`src/hw/rtl/fmp_pkg.sv`:
```
// Shared types and constants of the management frame parser.
package fmp_pkg;

	localparam int HDR_LEN    = 24;
	localparam int FIXED_LEN  = 12;
	localparam int ADDR_START = 4;
	localparam int ADDR_NUM   = 3;
	localparam int ADDR_BYTES = 6;

	localparam logic [7:0] TAG_SSID      = 8'd0;
	localparam logic [7:0] TAG_DS        = 8'd3;
	localparam logic [3:0] SUB_BEACON    = 4'd8;
	localparam logic [3:0] SUB_PROBE_RSP = 4'd5;

	localparam logic KIND_SUMMARY = 1'b0;
	localparam logic KIND_SSID    = 1'b1;

	// SSID banks: pending, committed, plus banks held by queued frames
	localparam int NBANK  = 4;
	localparam int BANK_W = 2;
	// holds any SSID length up to 127
	localparam int LEN_W  = 7;
	localparam int FIFO_DEPTH = 2;
	localparam int FIFO_PTR_W = 1;

	typedef struct packed {
		logic [7:0]        frame_byte;
		logic              last_byte;
		logic signed [7:0] signal_strength;
	} in_t;

	typedef struct packed {
		logic              result_kind;
		logic              frame_valid;
		logic [3:0]        frame_subtype;
		logic [47:0]       receiver_address;
		logic [47:0]       transmitter_address;
		logic [47:0]       bss_address;
		logic [7:0]        radio_channel;
		logic signed [7:0] rssi_out;
		logic [5:0]        ssid_length;
		logic [7:0]        ssid_char;
		logic              last_result;
	} out_t;

	// one finished frame, front to back
	typedef struct packed {
		logic              valid;
		logic [3:0]        subtype;
		logic [47:0]       ra;
		logic [47:0]       ta;
		logic [47:0]       ba;
		logic [7:0]        chan;
		logic signed [7:0] rssi;
		logic [LEN_W-1:0]  slen;
		logic [BANK_W-1:0] bank;
	} desc_t;

	// bank handed back by the back end
	typedef struct packed {
		logic              vld;
		logic [BANK_W-1:0] bank;
	} rel_t;

endpackage

```
`src/hw/rtl/fmp_ssid_ram.sv`:
```
// Banked SSID byte store: one write port, one registered read port.
module fmp_ssid_ram #(
	parameter int ADDR_W = 7
) (
	input  logic              clk,
	input  logic              we,
	input  logic [ADDR_W-1:0] waddr,
	input  logic [7:0]        wdata,
	input  logic [ADDR_W-1:0] raddr,
	output logic [7:0]        rdata
);
	logic [7:0] mem [2**ADDR_W];
	logic [7:0] rdata_q;

	always_ff @(posedge clk) begin
		if (we) begin
			mem[waddr] <= wdata;
		end
		rdata_q <= mem[raddr];
	end

	assign rdata = rdata_q;
endmodule

```
`src/hw/rtl/fmp_desc_fifo.sv`:
```
// Short queue of frame descriptors between parser front and emitter back.
module fmp_desc_fifo (
	input  logic          clk,
	input  logic          arst_n,
	input  logic          wr,
	input  fmp_pkg::desc_t wdata,
	output logic          full,
	input  logic          rd,
	output fmp_pkg::desc_t rdata,
	output logic          empty
);
	import fmp_pkg::*;

	desc_t                 ent_q [FIFO_DEPTH];
	logic [FIFO_PTR_W-1:0] wptr_q, rptr_q;
	logic [FIFO_PTR_W:0]   cnt_q;
	logic                  do_wr, do_rd;

	assign full  = (cnt_q == (FIFO_PTR_W+1)'(FIFO_DEPTH));
	assign empty = (cnt_q == '0);
	assign do_wr = wr & ~full;
	assign do_rd = rd & ~empty;
	assign rdata = ent_q[rptr_q];

	always_ff @(posedge clk) begin
		if (do_wr) begin
			ent_q[wptr_q] <= wdata;
		end
	end

	always_ff @(posedge clk or negedge arst_n) begin
		if (!arst_n) begin
			wptr_q <= '0;
			rptr_q <= '0;
			cnt_q  <= '0;
		end else begin
			if (do_wr) wptr_q <= wptr_q + 1'b1;
			if (do_rd) rptr_q <= rptr_q + 1'b1;
			if (do_wr && !do_rd) cnt_q <= cnt_q + 1'b1;
			else if (!do_wr && do_rd) cnt_q <= cnt_q - 1'b1;
		end
	end

	a_no_overflow: assert property (@(posedge clk) disable iff (!arst_n)
		full && !do_rd |=> full && $stable(wptr_q))
		else $error("descriptor queue lost its full state");
	a_cnt_range: assert property (@(posedge clk) disable iff (!arst_n)
		cnt_q <= (FIFO_PTR_W+1)'(FIFO_DEPTH))
		else $error("descriptor queue count out of range");
	a_ptr_gap: assert property (@(posedge clk) disable iff (!arst_n)
		(cnt_q == '0 || cnt_q == (FIFO_PTR_W+1)'(FIFO_DEPTH)) |-> wptr_q == rptr_q)
		else $error("descriptor queue pointers disagree with count");
endmodule

```
`src/hw/rtl/fmp_front.sv`:
```
// Byte-wise header capture, tag walk and SSID bank management.
module fmp_front #(
	parameter int SSID_MAX_LEN = 32,
	parameter int OFFSET_BITS  = 12,
	parameter int POS_W        = 5
) (
	input  logic                         clk,
	input  logic                         arst_n,
	input  logic                         push,
	output logic                         full,
	input  fmp_pkg::in_t                 byte_data,
	output logic                         desc_wr,
	output fmp_pkg::desc_t               desc,
	input  logic                         desc_full,
	input  fmp_pkg::rel_t                rel,
	output logic                         ram_we,
	output logic [fmp_pkg::BANK_W+POS_W-1:0] ram_waddr,
	output logic [7:0]                   ram_wdata
);
	import fmp_pkg::*;

	typedef enum logic [2:0] {
		PH_ID   = 3'b001,
		PH_LEN  = 3'b010,
		PH_BODY = 3'b100
	} phase_t;

	logic [OFFSET_BITS-1:0] off_q;
	logic [7:0]             fcb_q, fcb_nx;
	logic [47:0]            addr_q [ADDR_NUM];
	logic [47:0]            addr_nx [ADDR_NUM];
	phase_t                 phase_q, phase_nx;
	logic [7:0]             tag_id_q, tag_id_nx;
	logic [7:0]             tag_rem_q, tag_rem_nx;
	logic [7:0]             tag_pos_q, tag_pos_nx;
	logic [7:0]             pend_chan_q, pend_chan_nx;
	logic [7:0]             comm_chan_q, comm_chan_nx;
	logic [LEN_W-1:0]       pend_len_q, pend_len_nx;
	logic [LEN_W-1:0]       comm_len_q, comm_len_nx;
	logic [BANK_W-1:0]      pend_bank_q, pend_bank_nx;
	logic [BANK_W-1:0]      comm_bank_q, comm_bank_nx;
	logic [NBANK-1:0]       busy_q, busy_nx;
	logic [NBANK-1:0]       free_vec;
	logic [BANK_W-1:0]      free_bank;
	logic                   have_free;
	logic                   acc, frame_end;
	logic                   mgmt, walk, valid, commit;
	logic [3:0]             sub;
	logic [OFFSET_BITS-1:0] tstart;
	logic [7:0]             b;
	logic [LEN_W-1:0]       slen;

	assign b = byte_data.frame_byte;

	// banks neither pending, committed nor held downstream
	always_comb begin
		free_vec = ~busy_q;
		free_vec[pend_bank_q] = 1'b0;
		free_vec[comm_bank_q] = 1'b0;
		free_bank = '0;
		for (int i = NBANK - 1; i >= 0; i--) begin
			if (free_vec[i]) free_bank = BANK_W'(i);
		end
	end
	assign have_free = |free_vec;

	assign full      = desc_full | ~have_free;
	assign acc       = push & ~full;
	assign frame_end = acc & byte_data.last_byte;

	always_comb begin
		fcb_nx = (off_q == '0) ? b : fcb_q;
		for (int a = 0; a < ADDR_NUM; a++) begin
			addr_nx[a] = addr_q[a];
			for (int j = 0; j < ADDR_BYTES; j++) begin
				if (off_q == OFFSET_BITS'(ADDR_START + a * ADDR_BYTES + j)) begin
					addr_nx[a][j*8 +: 8] = addr_q[a][j*8 +: 8] | b;
				end
			end
		end
		mgmt   = (fcb_nx[3:2] == 2'b00);
		sub    = fcb_nx[7:4];
		tstart = (sub == SUB_BEACON || sub == SUB_PROBE_RSP) ?
			OFFSET_BITS'(HDR_LEN + FIXED_LEN) : OFFSET_BITS'(HDR_LEN);
		walk   = mgmt && (off_q >= tstart);
	end

	// tag walker
	always_comb begin
		phase_nx     = phase_q;
		tag_id_nx    = tag_id_q;
		tag_rem_nx   = tag_rem_q;
		tag_pos_nx   = tag_pos_q;
		pend_chan_nx = pend_chan_q;
		comm_chan_nx = comm_chan_q;
		pend_len_nx  = pend_len_q;
		comm_len_nx  = comm_len_q;
		pend_bank_nx = pend_bank_q;
		comm_bank_nx = comm_bank_q;
		commit       = 1'b0;
		ram_we       = 1'b0;
		if (walk) begin
			unique case (phase_q)
				PH_LEN: begin
					tag_rem_nx  = b;
					tag_pos_nx  = '0;
					pend_len_nx = (b > 8'(SSID_MAX_LEN)) ? LEN_W'(SSID_MAX_LEN) : LEN_W'(b);
					if (b == 8'd0) begin
						commit   = 1'b1;
						phase_nx = PH_ID;
					end else begin
						phase_nx = PH_BODY;
					end
				end
				PH_BODY: begin
					ram_we = acc && (tag_id_q == TAG_SSID) &&
						(tag_pos_q < 8'(SSID_MAX_LEN));
					if (tag_id_q == TAG_DS && tag_pos_q == 8'd0) pend_chan_nx = b;
					tag_pos_nx = tag_pos_q + 8'd1;
					tag_rem_nx = tag_rem_q - 8'd1;
					if (tag_rem_q == 8'd1) begin
						commit   = 1'b1;
						phase_nx = PH_ID;
					end
				end
				default: begin
					// unused phase codes act as expect-id
					tag_id_nx = b;
					phase_nx  = PH_LEN;
				end
			endcase
		end
		if (commit) begin
			if (tag_id_q == TAG_SSID) begin
				// swap instead of copy: pending bank becomes the committed one
				comm_len_nx  = pend_len_nx;
				comm_bank_nx = pend_bank_q;
				pend_bank_nx = comm_bank_q;
			end else if (tag_id_q == TAG_DS && tag_pos_nx != 8'd0) begin
				comm_chan_nx = pend_chan_nx;
			end
		end
	end

	assign ram_waddr = {pend_bank_q, tag_pos_q[POS_W-1:0]};
	assign ram_wdata = b;

	assign valid = mgmt && (off_q >= OFFSET_BITS'(HDR_LEN - 1));
	assign slen  = valid ? comm_len_nx : '0;

	assign desc_wr    = frame_end;
	assign desc.valid = valid;
	assign desc.subtype = valid ? sub : 4'd0;
	assign desc.ra    = valid ? addr_nx[0] : 48'd0;
	assign desc.ta    = valid ? addr_nx[1] : 48'd0;
	assign desc.ba    = valid ? addr_nx[2] : 48'd0;
	assign desc.chan  = valid ? comm_chan_nx : 8'd0;
	assign desc.rssi  = byte_data.signal_strength;
	assign desc.slen  = slen;
	assign desc.bank  = comm_bank_nx;

	always_comb begin
		busy_nx = busy_q;
		if (rel.vld) busy_nx[rel.bank] = 1'b0;
		if (frame_end && slen != '0) busy_nx[comm_bank_nx] = 1'b1;
	end

	always_ff @(posedge clk or negedge arst_n) begin
		if (!arst_n) begin
			off_q       <= '0;
			fcb_q       <= '0;
			for (int a = 0; a < ADDR_NUM; a++) addr_q[a] <= '0;
			phase_q     <= PH_ID;
			tag_id_q    <= '0;
			tag_rem_q   <= '0;
			tag_pos_q   <= '0;
			pend_chan_q <= '0;
			comm_chan_q <= '0;
			pend_len_q  <= '0;
			comm_len_q  <= '0;
			pend_bank_q <= BANK_W'(0);
			comm_bank_q <= BANK_W'(1);
			busy_q      <= '0;
		end else begin
			busy_q <= busy_nx;
			if (frame_end) begin
				off_q       <= '0;
				fcb_q       <= '0;
				for (int a = 0; a < ADDR_NUM; a++) addr_q[a] <= '0;
				phase_q     <= PH_ID;
				tag_id_q    <= '0;
				tag_rem_q   <= '0;
				tag_pos_q   <= '0;
				pend_chan_q <= '0;
				comm_chan_q <= '0;
				pend_len_q  <= '0;
				comm_len_q  <= '0;
				pend_bank_q <= pend_bank_nx;
				// a committed bank with SSID bytes goes downstream; take a fresh one
				comm_bank_q <= (slen != '0) ? free_bank : comm_bank_nx;
			end else if (acc) begin
				if (off_q != '1) off_q <= off_q + 1'b1;
				fcb_q       <= fcb_nx;
				for (int a = 0; a < ADDR_NUM; a++) addr_q[a] <= addr_nx[a];
				phase_q     <= phase_nx;
				tag_id_q    <= tag_id_nx;
				tag_rem_q   <= tag_rem_nx;
				tag_pos_q   <= tag_pos_nx;
				pend_chan_q <= pend_chan_nx;
				comm_chan_q <= comm_chan_nx;
				pend_len_q  <= pend_len_nx;
				comm_len_q  <= comm_len_nx;
				pend_bank_q <= pend_bank_nx;
				comm_bank_q <= comm_bank_nx;
			end
		end
	end

	a_banks_differ: assert property (@(posedge clk) disable iff (!arst_n)
		pend_bank_q != comm_bank_q)
		else $error("pending and committed SSID banks collide");
	a_owned_not_busy: assert property (@(posedge clk) disable iff (!arst_n)
		!busy_q[pend_bank_q] && !busy_q[comm_bank_q])
		else $error("front writes a bank held downstream");
	a_frame_restart: assert property (@(posedge clk) disable iff (!arst_n)
		frame_end |=> off_q == '0 && comm_len_q == '0 && phase_q == PH_ID)
		else $error("per-frame state not cleared after last byte");
endmodule

```
`src/hw/rtl/fmp_back.sv`:
```
// Result emitter: summary, then SSID bytes read from the bank store.
module fmp_back #(
	parameter int POS_W = 5
) (
	input  logic                         clk,
	input  logic                         arst_n,
	input  fmp_pkg::desc_t               desc,
	input  logic                         desc_empty,
	output logic                         desc_rd,
	output logic [fmp_pkg::BANK_W+POS_W-1:0] ram_raddr,
	input  logic [7:0]                   ram_rdata,
	output fmp_pkg::rel_t                rel,
	output logic                         empty,
	input  logic                         pop,
	output fmp_pkg::out_t                result
);
	import fmp_pkg::*;

	typedef enum logic [2:0] {
		ST_SUM = 3'b001,
		ST_RD  = 3'b010,
		ST_CHR = 3'b100
	} st_t;

	st_t               st_q;
	logic [BANK_W-1:0] bank_q;
	logic [LEN_W-1:0]  len_q;
	logic [POS_W-1:0]  idx_q;
	out_t              out_q;
	logic              out_vld_q;
	logic              slot_free, load_sum, load_chr, chr_last;

	assign slot_free = ~out_vld_q | pop;
	assign load_sum  = (st_q == ST_SUM) && !desc_empty && slot_free;
	assign load_chr  = (st_q == ST_CHR) && slot_free;
	assign chr_last  = (LEN_W'(idx_q) + 1'b1) == len_q;

	assign desc_rd   = load_sum;
	assign ram_raddr = {bank_q, idx_q};
	assign rel.vld   = load_chr && chr_last;
	assign rel.bank  = bank_q;
	assign empty     = ~out_vld_q;
	assign result    = out_q;

	always_ff @(posedge clk) begin
		if (load_sum) begin
			out_q.result_kind         <= KIND_SUMMARY;
			out_q.frame_valid         <= desc.valid;
			out_q.frame_subtype       <= desc.subtype;
			out_q.receiver_address    <= desc.ra;
			out_q.transmitter_address <= desc.ta;
			out_q.bss_address         <= desc.ba;
			out_q.radio_channel       <= desc.chan;
			out_q.rssi_out            <= desc.rssi;
			out_q.ssid_length         <= desc.slen[5:0];
			out_q.ssid_char           <= 8'd0;
			out_q.last_result         <= (desc.slen == '0);
		end else if (load_chr) begin
			out_q.result_kind         <= KIND_SSID;
			out_q.frame_valid         <= 1'b0;
			out_q.frame_subtype       <= 4'd0;
			out_q.receiver_address    <= 48'd0;
			out_q.transmitter_address <= 48'd0;
			out_q.bss_address         <= 48'd0;
			out_q.radio_channel       <= 8'd0;
			out_q.rssi_out            <= 8'sd0;
			out_q.ssid_length         <= 6'd0;
			out_q.ssid_char           <= ram_rdata;
			out_q.last_result         <= chr_last;
		end
	end

	always_ff @(posedge clk or negedge arst_n) begin
		if (!arst_n) begin
			st_q      <= ST_SUM;
			bank_q    <= '0;
			len_q     <= '0;
			idx_q     <= '0;
			out_vld_q <= 1'b0;
		end else begin
			if (load_sum || load_chr) out_vld_q <= 1'b1;
			else if (pop) out_vld_q <= 1'b0;
			unique case (st_q)
				ST_SUM: begin
					if (load_sum) begin
						bank_q <= desc.bank;
						len_q  <= desc.slen;
						idx_q  <= '0;
						if (desc.slen != '0) st_q <= ST_RD;
					end
				end
				ST_RD: begin
					st_q <= ST_CHR;
				end
				ST_CHR: begin
					if (load_chr) begin
						if (chr_last) begin
							st_q <= ST_SUM;
						end else begin
							idx_q <= idx_q + 1'b1;
							st_q  <= ST_RD;
						end
					end
				end
				default: st_q <= ST_SUM;
			endcase
		end
	end

	a_rd_then_chr: assert property (@(posedge clk) disable iff (!arst_n)
		st_q == ST_RD |=> st_q == ST_CHR && $stable(idx_q))
		else $error("SSID read not followed by its data cycle");
	a_release_once: assert property (@(posedge clk) disable iff (!arst_n)
		rel.vld |=> st_q == ST_SUM && !rel.vld)
		else $error("SSID bank released twice");
	a_idx_bound: assert property (@(posedge clk) disable iff (!arst_n)
		st_q != ST_SUM |-> LEN_W'(idx_q) < len_q)
		else $error("SSID index beyond its length");
endmodule

```
`src/hw/rtl/wifi_mgmt_frame_parser_core.sv`:
```
// Top level of the 802.11 management frame parser.
//
//  channel  | handshake               | payload
//  ---------+-------------------------+------------------------------------------
//  input    | push / full             | byte_data: frame_byte, last_byte, rssi
//  result   | empty / pop             | result: summary item, then SSID items
//
//  The front takes one byte per cycle while full is low; header capture and tag
//  walking keep pace with the byte stream.
//  At the last byte a descriptor enters a two-entry queue; the back emits the
//  summary, then each SSID byte as a store read followed by its output.
//  full rises when the descriptor queue is full or no SSID bank is free; a
//  frame holding a bank keeps it until its final SSID byte is emitted.
//  Reset (arst_n low) clears all control state; no clearing pass is needed.
module wifi_mgmt_frame_parser_core #(
	parameter int SSID_MAX_LEN = 32,
	parameter int OFFSET_BITS  = 12
) (
	input  logic           clk,
	input  logic           arst_n,
	input  logic           push,
	output logic           full,
	input  fmp_pkg::in_t   byte_data,
	output logic           empty,
	input  logic           pop,
	output fmp_pkg::out_t  result
);
	import fmp_pkg::*;

	// address bits of a byte position within an SSID bank in the store
	localparam int POS_W  = (SSID_MAX_LEN > 1) ? $clog2(SSID_MAX_LEN) : 1;
	localparam int ADDR_W = BANK_W + POS_W;

	desc_t             fe_desc, be_desc;
	logic              fe_desc_wr, q_full, q_empty, be_desc_rd;
	rel_t              be_rel;
	logic              ram_we;
	logic [ADDR_W-1:0] ram_waddr, ram_raddr;
	logic [7:0]        ram_wdata, ram_rdata;

	fmp_front #(
		.SSID_MAX_LEN(SSID_MAX_LEN),
		.OFFSET_BITS (OFFSET_BITS),
		.POS_W       (POS_W)
	) u_front (
		.clk      (clk),
		.arst_n   (arst_n),
		.push     (push),
		.full     (full),
		.byte_data(byte_data),
		.desc_wr  (fe_desc_wr),
		.desc     (fe_desc),
		.desc_full(q_full),
		.rel      (be_rel),
		.ram_we   (ram_we),
		.ram_waddr(ram_waddr),
		.ram_wdata(ram_wdata)
	);

	// SSID banks: front writes the pending bank, back reads handed-off banks
	fmp_ssid_ram #(
		.ADDR_W(ADDR_W)
	) u_ram (
		.clk  (clk),
		.we   (ram_we),
		.waddr(ram_waddr),
		.wdata(ram_wdata),
		.raddr(ram_raddr),
		.rdata(ram_rdata)
	);

	fmp_desc_fifo u_fifo (
		.clk   (clk),
		.arst_n(arst_n),
		.wr    (fe_desc_wr),
		.wdata (fe_desc),
		.full  (q_full),
		.rd    (be_desc_rd),
		.rdata (be_desc),
		.empty (q_empty)
	);

	fmp_back #(
		.POS_W(POS_W)
	) u_back (
		.clk       (clk),
		.arst_n    (arst_n),
		.desc      (be_desc),
		.desc_empty(q_empty),
		.desc_rd   (be_desc_rd),
		.ram_raddr (ram_raddr),
		.ram_rdata (ram_rdata),
		.rel       (be_rel),
		.empty     (empty),
		.pop       (pop),
		.result    (result)
	);
endmodule
```
`config.mk`:
```
export PLATFORM = sky130hd
export DESIGN_NAME = wifi_mgmt_frame_parser_core
export DESIGN_NICKNAME = d
export VERILOG_FILES = /design/src/hw/rtl/fmp_pkg.sv /design/src/hw/rtl/fmp_ssid_ram.sv /design/src/hw/rtl/fmp_desc_fifo.sv /design/src/hw/rtl/fmp_front.sv /design/src/hw/rtl/fmp_back.sv /design/src/hw/rtl/wifi_mgmt_frame_parser_core.sv
export SDC_FILE = /design/constraint.sdc
export NUM_CORES = 2
export LEC_CHECK = 0
export BUFFER_PORTS_ARGS = -buffer_cell sky130_fd_sc_hd__buf_4
export CORE_ASPECT_RATIO = 1.1
export CORE_UTILIZATION = 35
export CTS_CLUSTER_DIAMETER = 100
export DETAILED_ROUTE_END_ITERATION = 8
export HOLD_SLACK_MARGIN = 0.06
export PLACE_DENSITY = 0.52
export SETUP_SLACK_MARGIN = 0.3
export SLEW_MARGIN = 20
export SYNTH_ARGS = -nofsm -noshare
export SYNTH_HDL_FRONTEND = slang
export SYNTH_SLANG_ARGS = --single-unit
```
`constraint.sdc`:
```
create_clock -name clk -period 9.18 [get_ports clk]
set_input_delay 0 -clock clk [delete_from_list [all_inputs] [get_ports clk]]
set_output_delay 0 -clock clk [all_outputs]
set_load 0.05 [all_outputs]
```
==> Word-level counts from Yosys, hierarchy flattened <==
Memories as Yosys holds them, arrays and structs flattened. A register that Yosys moved wholly into a read port is not among the register bits.
Cells that the tools add are included.
{ "classes": {"addsub": 9, "magnitude_cmp": 12, "eq_ne": 36, "n_mux": 118, "bitwise": 37, "n_reduce_logical": 49} }
{ "ops": {"columns": ["op", "n"], "rows": [
  ["two-way mux 180 bit", 2],
  ["two-way mux 8 bit", 42],
  ["two-way mux 144 bit", 2],
  ["two-way mux 48 bit", 3],
  ["bitwise OR 8 bit", 18],
  ["== test 12 x 4 -> 1 bit (second input constant)", 8],
  ["== test 12 x 5 -> 1 bit (second input constant)", 6],
  ["two-way mux 7 bit", 10],
  ["== test 12 x 3 -> 1 bit (second input constant)", 4],
  ["two-way mux 12 bit", 3],
  ["two-way mux 2 bit", 16],
  ["case mux 8 bit (2 select lines)", 2],
  ["zero test 8 bit", 3],
  ["two-way mux 3 bit", 8],
  ["logical AND 1 bit", 17],
  ["NOT 4 bit", 4],
  ["two-way mux 1 bit", 15],
  ["two-way mux 5 bit", 3],
  ["nonzero test 2 bit", 7],
  ["nonzero test 7 bit", 2],
  ["adder 12 x 1 -> 12 bit (second input constant)", 1],
  ["bitwise AND 4 bit", 3],
  ["greater-or-equal comparator 12 bit", 1],
  ["greater-or-equal comparator 12 x 5 -> 1 bit (second input constant)", 1],
  ["other kinds (47)", 80]
]} }
{ "totals": {"register_bits": 430, "mem_bits_rw": 1372, "in_bits": 21, "output_inout_bits": 183, "word_cells": 298, "mem_count": 2} }
{ "mem_list": {"columns": ["memory", "depth", "width", "read_ports", "rd_clocked_by_memory_dff", "write_ports", "line", "source"], "rows": [
  ["u_ram.mem", 128, 8, 1, 1, 1, "fmp_ssid_ram.sv:12", "logic [7:0] mem [2**ADDR_W];"],
  ["u_fifo.ent_q", 2, 174, 1, 0, 1, "fmp_desc_fifo.sv:14", "desc_t ent_q [FIFO_DEPTH];"]
]} }

==> Logic depth before layout (Yosys ltp) <==
{ "depth": {"ltp_word": 18, "ltp_mapped": 19, "ltp_nobuf": 17} }

==> Modules after synthesis <==
Synthesis repeated with hierarchy kept, for this count alone.
{ "hier_totals": {"cells_unflattened": 4257, "area_unflattened_um2": 72538.3} }
{ "by_module_without_submodules": {"columns": ["module", "instances", "cells_per_inst", "area_per_inst_um2", "seq_area_each_um2"], "rows": [
  ["fmp_ssid_ram", 1, 1635, 39665.5, 30909.6],
  ["fmp_desc_fifo", 1, 560, 12799.8, 10550.1],
  ["fmp_front", 1, 1546, 12438.2, 5683.0],
  ["fmp_back", 1, 516, 7634.8, 5796.8]
]} }

==> Least setup slack after synthesis <==
No wires, ideal clock.
{ "synth_timing": {"kind": "register -> register", "startpoint": "register u_front.comm_bank_q[1]", "endpoint": "memory u_fifo.ent_q[0][0] (netlist name), enable pin", "setup_ps": 711, "arrival_time_ps": 8547, "required_ps": 8469, "setup_slack_ps": -79, "path_stages_with_launch": 7, "path_buffers": 0, "synth_period_minus_slack_ps": 9259, "path_cell_list": "dfrtp_1 -> a21oi_1 -> o21bai_1 -> o311a_1 -> o211a_2 -> nand2_1 -> nor2_1"} }
{ "synth_between": {"elab_chain_len": 15, "elab_cells_between_ends": 16, "cone_classes": "order compare: 2; mux: 4; bitwise: 8; reduce/logical: 2"} }
{ "synth_rtl": {"columns": ["item", "line", "source"], "rows": [
  ["start, declared", "fmp_front.sv:41", "logic [BANK_W-1:0] comm_bank_q, comm_bank_nx;"],
  ["start signal, assigned", "fmp_front.sv:200", "comm_bank_q <= (slen != '0) ? free_bank : comm_bank_nx;"],
  ["start signal, assigned", "fmp_front.sv:214", "comm_bank_q <= comm_bank_nx;"],
  ["less-than comparator 2 x 3 -> 1 bit (implied by the code) or greater-or-equal comparator 2 x 1 -> 1 bit (tied branches)", "fmp_front.sv:59", "free_vec[comm_bank_q] = 1'b0;"],
  ["logical AND 1 bit (implied by the code)", "fmp_front.sv:59", null],
  ["two-way mux 1 bit (implied by the code)", "fmp_front.sv:59", null],
  ["demux 1 bit (select 2 bit) (*)", null, null],
  ["NOT 4 bit (no line) (*)", null, null],
  ["bitwise AND 4 bit (no line) (*)", null, null],
  ["OR reduction 4 bit (*)", "fmp_front.sv:65", "assign have_free = |free_vec;"],
  ["NOT 1 bit (*)", "fmp_front.sv:67", "assign full = desc_full | ~have_free;"],
  ["bitwise OR 1 bit (*)", "fmp_front.sv:67", null],
  ["NOT 1 bit (*)", "fmp_front.sv:68", "assign acc = push & ~full;"],
  ["bitwise AND 1 bit (*)", "fmp_front.sv:68", null],
  ["bitwise AND 1 bit (*)", "fmp_front.sv:69", "assign frame_end = acc & byte_data.last_byte;"],
  ["bitwise AND 1 bit (*)", "fmp_desc_fifo.sv:21", "assign do_wr = wr & ~full;"],
  ["two-way mux 1 bit (*)", "fmp_desc_fifo.sv:26", "if (do_wr) begin"],
  ["two-way mux 1 bit (implied by the code) (*)", "fmp_desc_fifo.sv:27", "ent_q[wptr_q] <= wdata;"],
  ["end, declared", "fmp_desc_fifo.sv:14", null]
]} }
Mark *: on every way between the ends. The rest lies on a longest branch, timed or not.

==> Worst setup path in the final report <==
{ "layout_timing": {"startpoint": "register u_front.off_q[7]", "endpoint": "memory u_ram.mem[109][1], enable pin"} }
{ "layout_between": {"elab_chain_len": 10, "elab_cells_between_ends": 12, "cone_classes": "order compare: 1; eq/ne: 2; mux: 5; reduce/logical: 4"} }
{ "layout_rtl": {"columns": ["item", "line", "source"], "rows": [
  ["start, declared", "fmp_front.sv:28", "logic [OFFSET_BITS-1:0] off_q;"],
  ["start signal, assigned", "fmp_front.sv:202", "if (off_q != '1) off_q <= off_q + 1'b1;"],
  ["zero test 12 bit", "fmp_front.sv:72", "fcb_nx = (off_q == '0) ? b : fcb_q;"],
  ["two-way mux 8 bit", "fmp_front.sv:72", null],
  ["== test 4 bit or == test 4 x 3 -> 1 bit (tied branches)", "fmp_front.sv:83", "tstart = (sub == SUB_BEACON || sub == SUB_PROBE_RSP) ?"],
  ["logical OR 1 bit", "fmp_front.sv:83", null],
  ["two-way mux 6 bit", "fmp_front.sv:83", null],
  ["greater-or-equal comparator 12 bit", "fmp_front.sv:85", "walk = mgmt && (off_q >= tstart);"],
  ["logical AND 1 bit (*)", "fmp_front.sv:85", null],
  ["two-way mux 1 bit (*)", "fmp_front.sv:102", "if (walk) begin"],
  ["two-way mux 1 bit (*)", "fmp_ssid_ram.sv:16", "if (we) begin"],
  ["two-way mux 1 bit (implied by the code) (*)", "fmp_ssid_ram.sv:17", "mem[waddr] <= wdata;"],
  ["end, declared", "fmp_ssid_ram.sv:12", null]
]} }
Mark *: on every way between the ends. The rest lies on a longest branch, timed or not. The select of a mux whose other input is x is not followed.

==> results.yml <==
sta:
  period_share: 0.6043
  slew_violations: 0
  finalHoldViolations: 0
  skew_ns: 0.05867
  worst-slew-pin-transition_ns: 1.204
  max_slew_margin: 0.1973
  timing.setup.tns_ns: 0
  fmax_ghz: 0.1803
  min_period_ns: 5.548
  setup_violations: 0
  rsz0062_at_grt: "no"
yosys:
  synth_most_common_cell: "edfxtp_1"
  synth_edf_count: 1544
  synth.largest_area_cell: "edfxtp_1"
  netlist.area_leader.share: 0.6482
  synth_commonest_cells: "edfxtp_1 (1544), nor2_1 (696), a21oi_1 (456)"
  avgSynthCellArea_um2: 15.42
  ys_types: 78
  synth.top_cells.by_area: "edfxtp_1 (65%), dfrtp_1 (8.6%), mux2i_1 (5.3%), mux4_2 (4.3%), nor2_1 (3.7%)"
  ys_seq_area_frac: 0.7401
  async_reset_ff_frac: 0.1376
  synth_cells: 4638
  synth.cell_area_um2: 71530
  synth-main-ff-cell: "edfxtp_1"
  synth_nets: 4673
  synth-seq-cells: 1810
  yosysWarnings: 0
routing:
  routed_wl_mm: 189.5
  routed_via_density: 5.197
  post_drt_wl_per_cell_um: 24.57
  ant_nets: 0
  first_pass_iters: 5
  vias: 40080
  drc: 0
  drt-initial-drc-count: 3441
clock_network:
  clock-sinks: 1810
  cts-buffers-inserted: 187
  cts_setup_buffers: 0
  htree_levels: 4
  clk_pin_slew_worst_paths_ns: 0.06
  cts_buffer_depth: 3
  worstSkewPairLatency_ns: 0.84
  clockRootBuffer: "clkbuf_16"
  cts_tree: "built"
setup_path:
  cp-start-kind: "flop"
  cp-end-kind: "flop"
  critPathBufInv: 4
  crit_path_max_fanout: 21
  crit_family: "simple AND/OR/NAND/NOR gates"
  critPathRequiredTime_ns: 9.62
  cp_data_arrival_time_ns: 5.99
  worstSetupPathType: "reg -> reg"
  cp_slowest_cell: "nand3_1"
  max_stage_delay_ns: 0.66
  path_cells: "nor4_4, nand2_1, nor2_1, nand3_1, inv_1, nand2_1, nand2_1, inv_1, ha_1, nand3_1, o21bai_1, o22ai_2, buf_4, and4bb_1, nand3_1, buf_4, nor2_1"
die:
  core_um2: 202600
  io-pin-count: 204
  initial_core_util: 0.3531
  die_y_um: 476.1
  die_area_um2: 206200
  die_w_um: 433.0
  row_count: 173
finish:
  final_cells: 7712
  nets: 4873
  final_area_um2: 82470
  drive_above_1_share: 0.1571
  area_delta_synth_final_pct: 15.29
  fill_cells: 18580
placed_design:
  place_area_um2: 76010
  post-dp-hpwl_mm: 113.3
  place_inst: 7328
  place_congestion: 0.8149
  io_buffers: 203
power_and_ir_drop:
  p_leak_nw: 27.43
  ir_worst_vdd_uv: 237.4
  power.density_nw_per_um2: 285.8
run_status:
  status: "finished clean"
global_routing:
  grt_pass1_vias: 40410
  grt_max_degree: 151
  grtUsageTotal: 0.1819
  antenna_found_initial: 10
  grt_pass1_wl_mm: 277.2
  grt.overflow.total: 0
min_path:
  min-delay-path-class: "in -> reg"
flow_run:
  maxCapViolations: 0
## per-layer routing
layer,part of all wire,GRT usage
met5,0.000084,0
met3,0.051,0.02752
met2,0.48,0.2975
met4,0.030,0.05867
met1,0.43,0.2480
## registers in the layout, indices dropped and copies added (netlist names), 2 cells and up
signal,flops
u_back.bank_q,2
u_front.off_q,12
u_ram.mem,1024
u_back.st_q,3
u_back.len_q,7
u_front.tag_id_q,8
u_fifo.cnt_q,2
u_fifo.ent_q,348
u_front.busy_q,4
u_front.addr_q,144
u_front.pend_chan_q,8
u_front.tag_pos_q,8
u_front.phase_q,3
u_back.result,181
u_front.pend_len_q,7
u_front.comm_bank_q,2
u_back.idx_q,5
u_front.pend_bank_q,2
u_ram.rdata,8
u_front.tag_rem_q,8
u_front.comm_len_q,7
u_front.fcb_q,6
u_front.comm_chan_q,8
## placed cells by master, fill, tap and decap left out, types with 65 or more instances in the layout
| cell | instances |
|---|---|
| mux2i_1 | 382 |
| o21ai_0 | 108 |
| edfxtp_1 | 1544 |
| a21oi_1 | 456 |
| o221ai_1 | 65 |
| dfrtp_1 | 240 |
| mux2_2 | 68 |
| buf_4 | 254 |
| o22ai_1 | 69 |
| mux4_2 | 136 |
| nand2_1 | 175 |
| nor2_1 | 688 |
| clkbuf_16 | 189 |
## cell families after synthesis
| family | count (synthesis) | share of synthesized area |
|---|---|---|
| muxes | 593 | 0.1083 |
| adders and majority gates | 14 | 0.002449 |
| and+or+nand+nor | 1026 | 0.05918 |
| AOI/OAI and AO/OA | 848 | 0.06934 |
| xor gates and xnor gates | 22 | 0.002694 |
| DFF | 1810 | 0.7401 |
| buffers and inverters | 325 | 0.01796 |
## through the flow
step,power [mW],util,hold WS [ns],setup slack [ns]
2_1_floorplan,14.46,-,-0.2956,2.864
3_3_place_gp,16.27,0.3751,0.1067,3.672
3_5_place_dp,16.29,0.3751,0.1102,3.713
4_1_cts,23.83,0.4069,0.07525,3.676
5_1_grt,24.46,0.4070,0.1174,3.234
6_report,23.57,0.4071,0.1380,3.632
## final timing paths
check | startpoint | endpoint | slack, ns | cells past startpoint
setup / recovery | u_front.off_q[7] | u_ram.mem[109][1] | 3.63 | 17
hold / removal | byte_data[14] | u_ram.mem[5][5] | 0.14 | 2
setup reg to reg | u_front.off_q[7] | u_ram.mem[109][1] | 3.63 | 17
hold reg to reg | u_back.result[2] | u_back.result[2] | 0.46 | 2
max in group asynchronous | arst_n | u_front.addr_q[22] | 7.91 | 4
min in group asynchronous | arst_n | u_front.phase_q[0] | 0.33 | 3
## power by group
part / internal (mW) / switching, mW
clock network: 4.33 / 3.20
logic: 1.82 / 3.92
registers: 9.89 / 0.399
## repair_timing
| action | 4_1_cts | 5_1_grt |
|---|---|---|
| hold buffers | 33 | 0 |
| hold endpoints to repair | 794 | 0 |
| endpoints found under the setup margin | 0 | 0 |
| resized for setup | 0 | 0 |
## area by class of cell
type	count	area (um2)	area share
Sequential cell	1810	52960	0.6421
Multi-Input combinational cell	2503	17370	0.2106
Clock buffer	238	4943	0.05994
Tap cell	2712	3393	0.04115
Timing Repair Buffer	304	2520	0.03056
Clock inverter	110	1151	0.01396
Inverter	32	127.6	0.001547
Antenna cell	3	7.507	0.00009103
(Power assumes the default switching activity.)
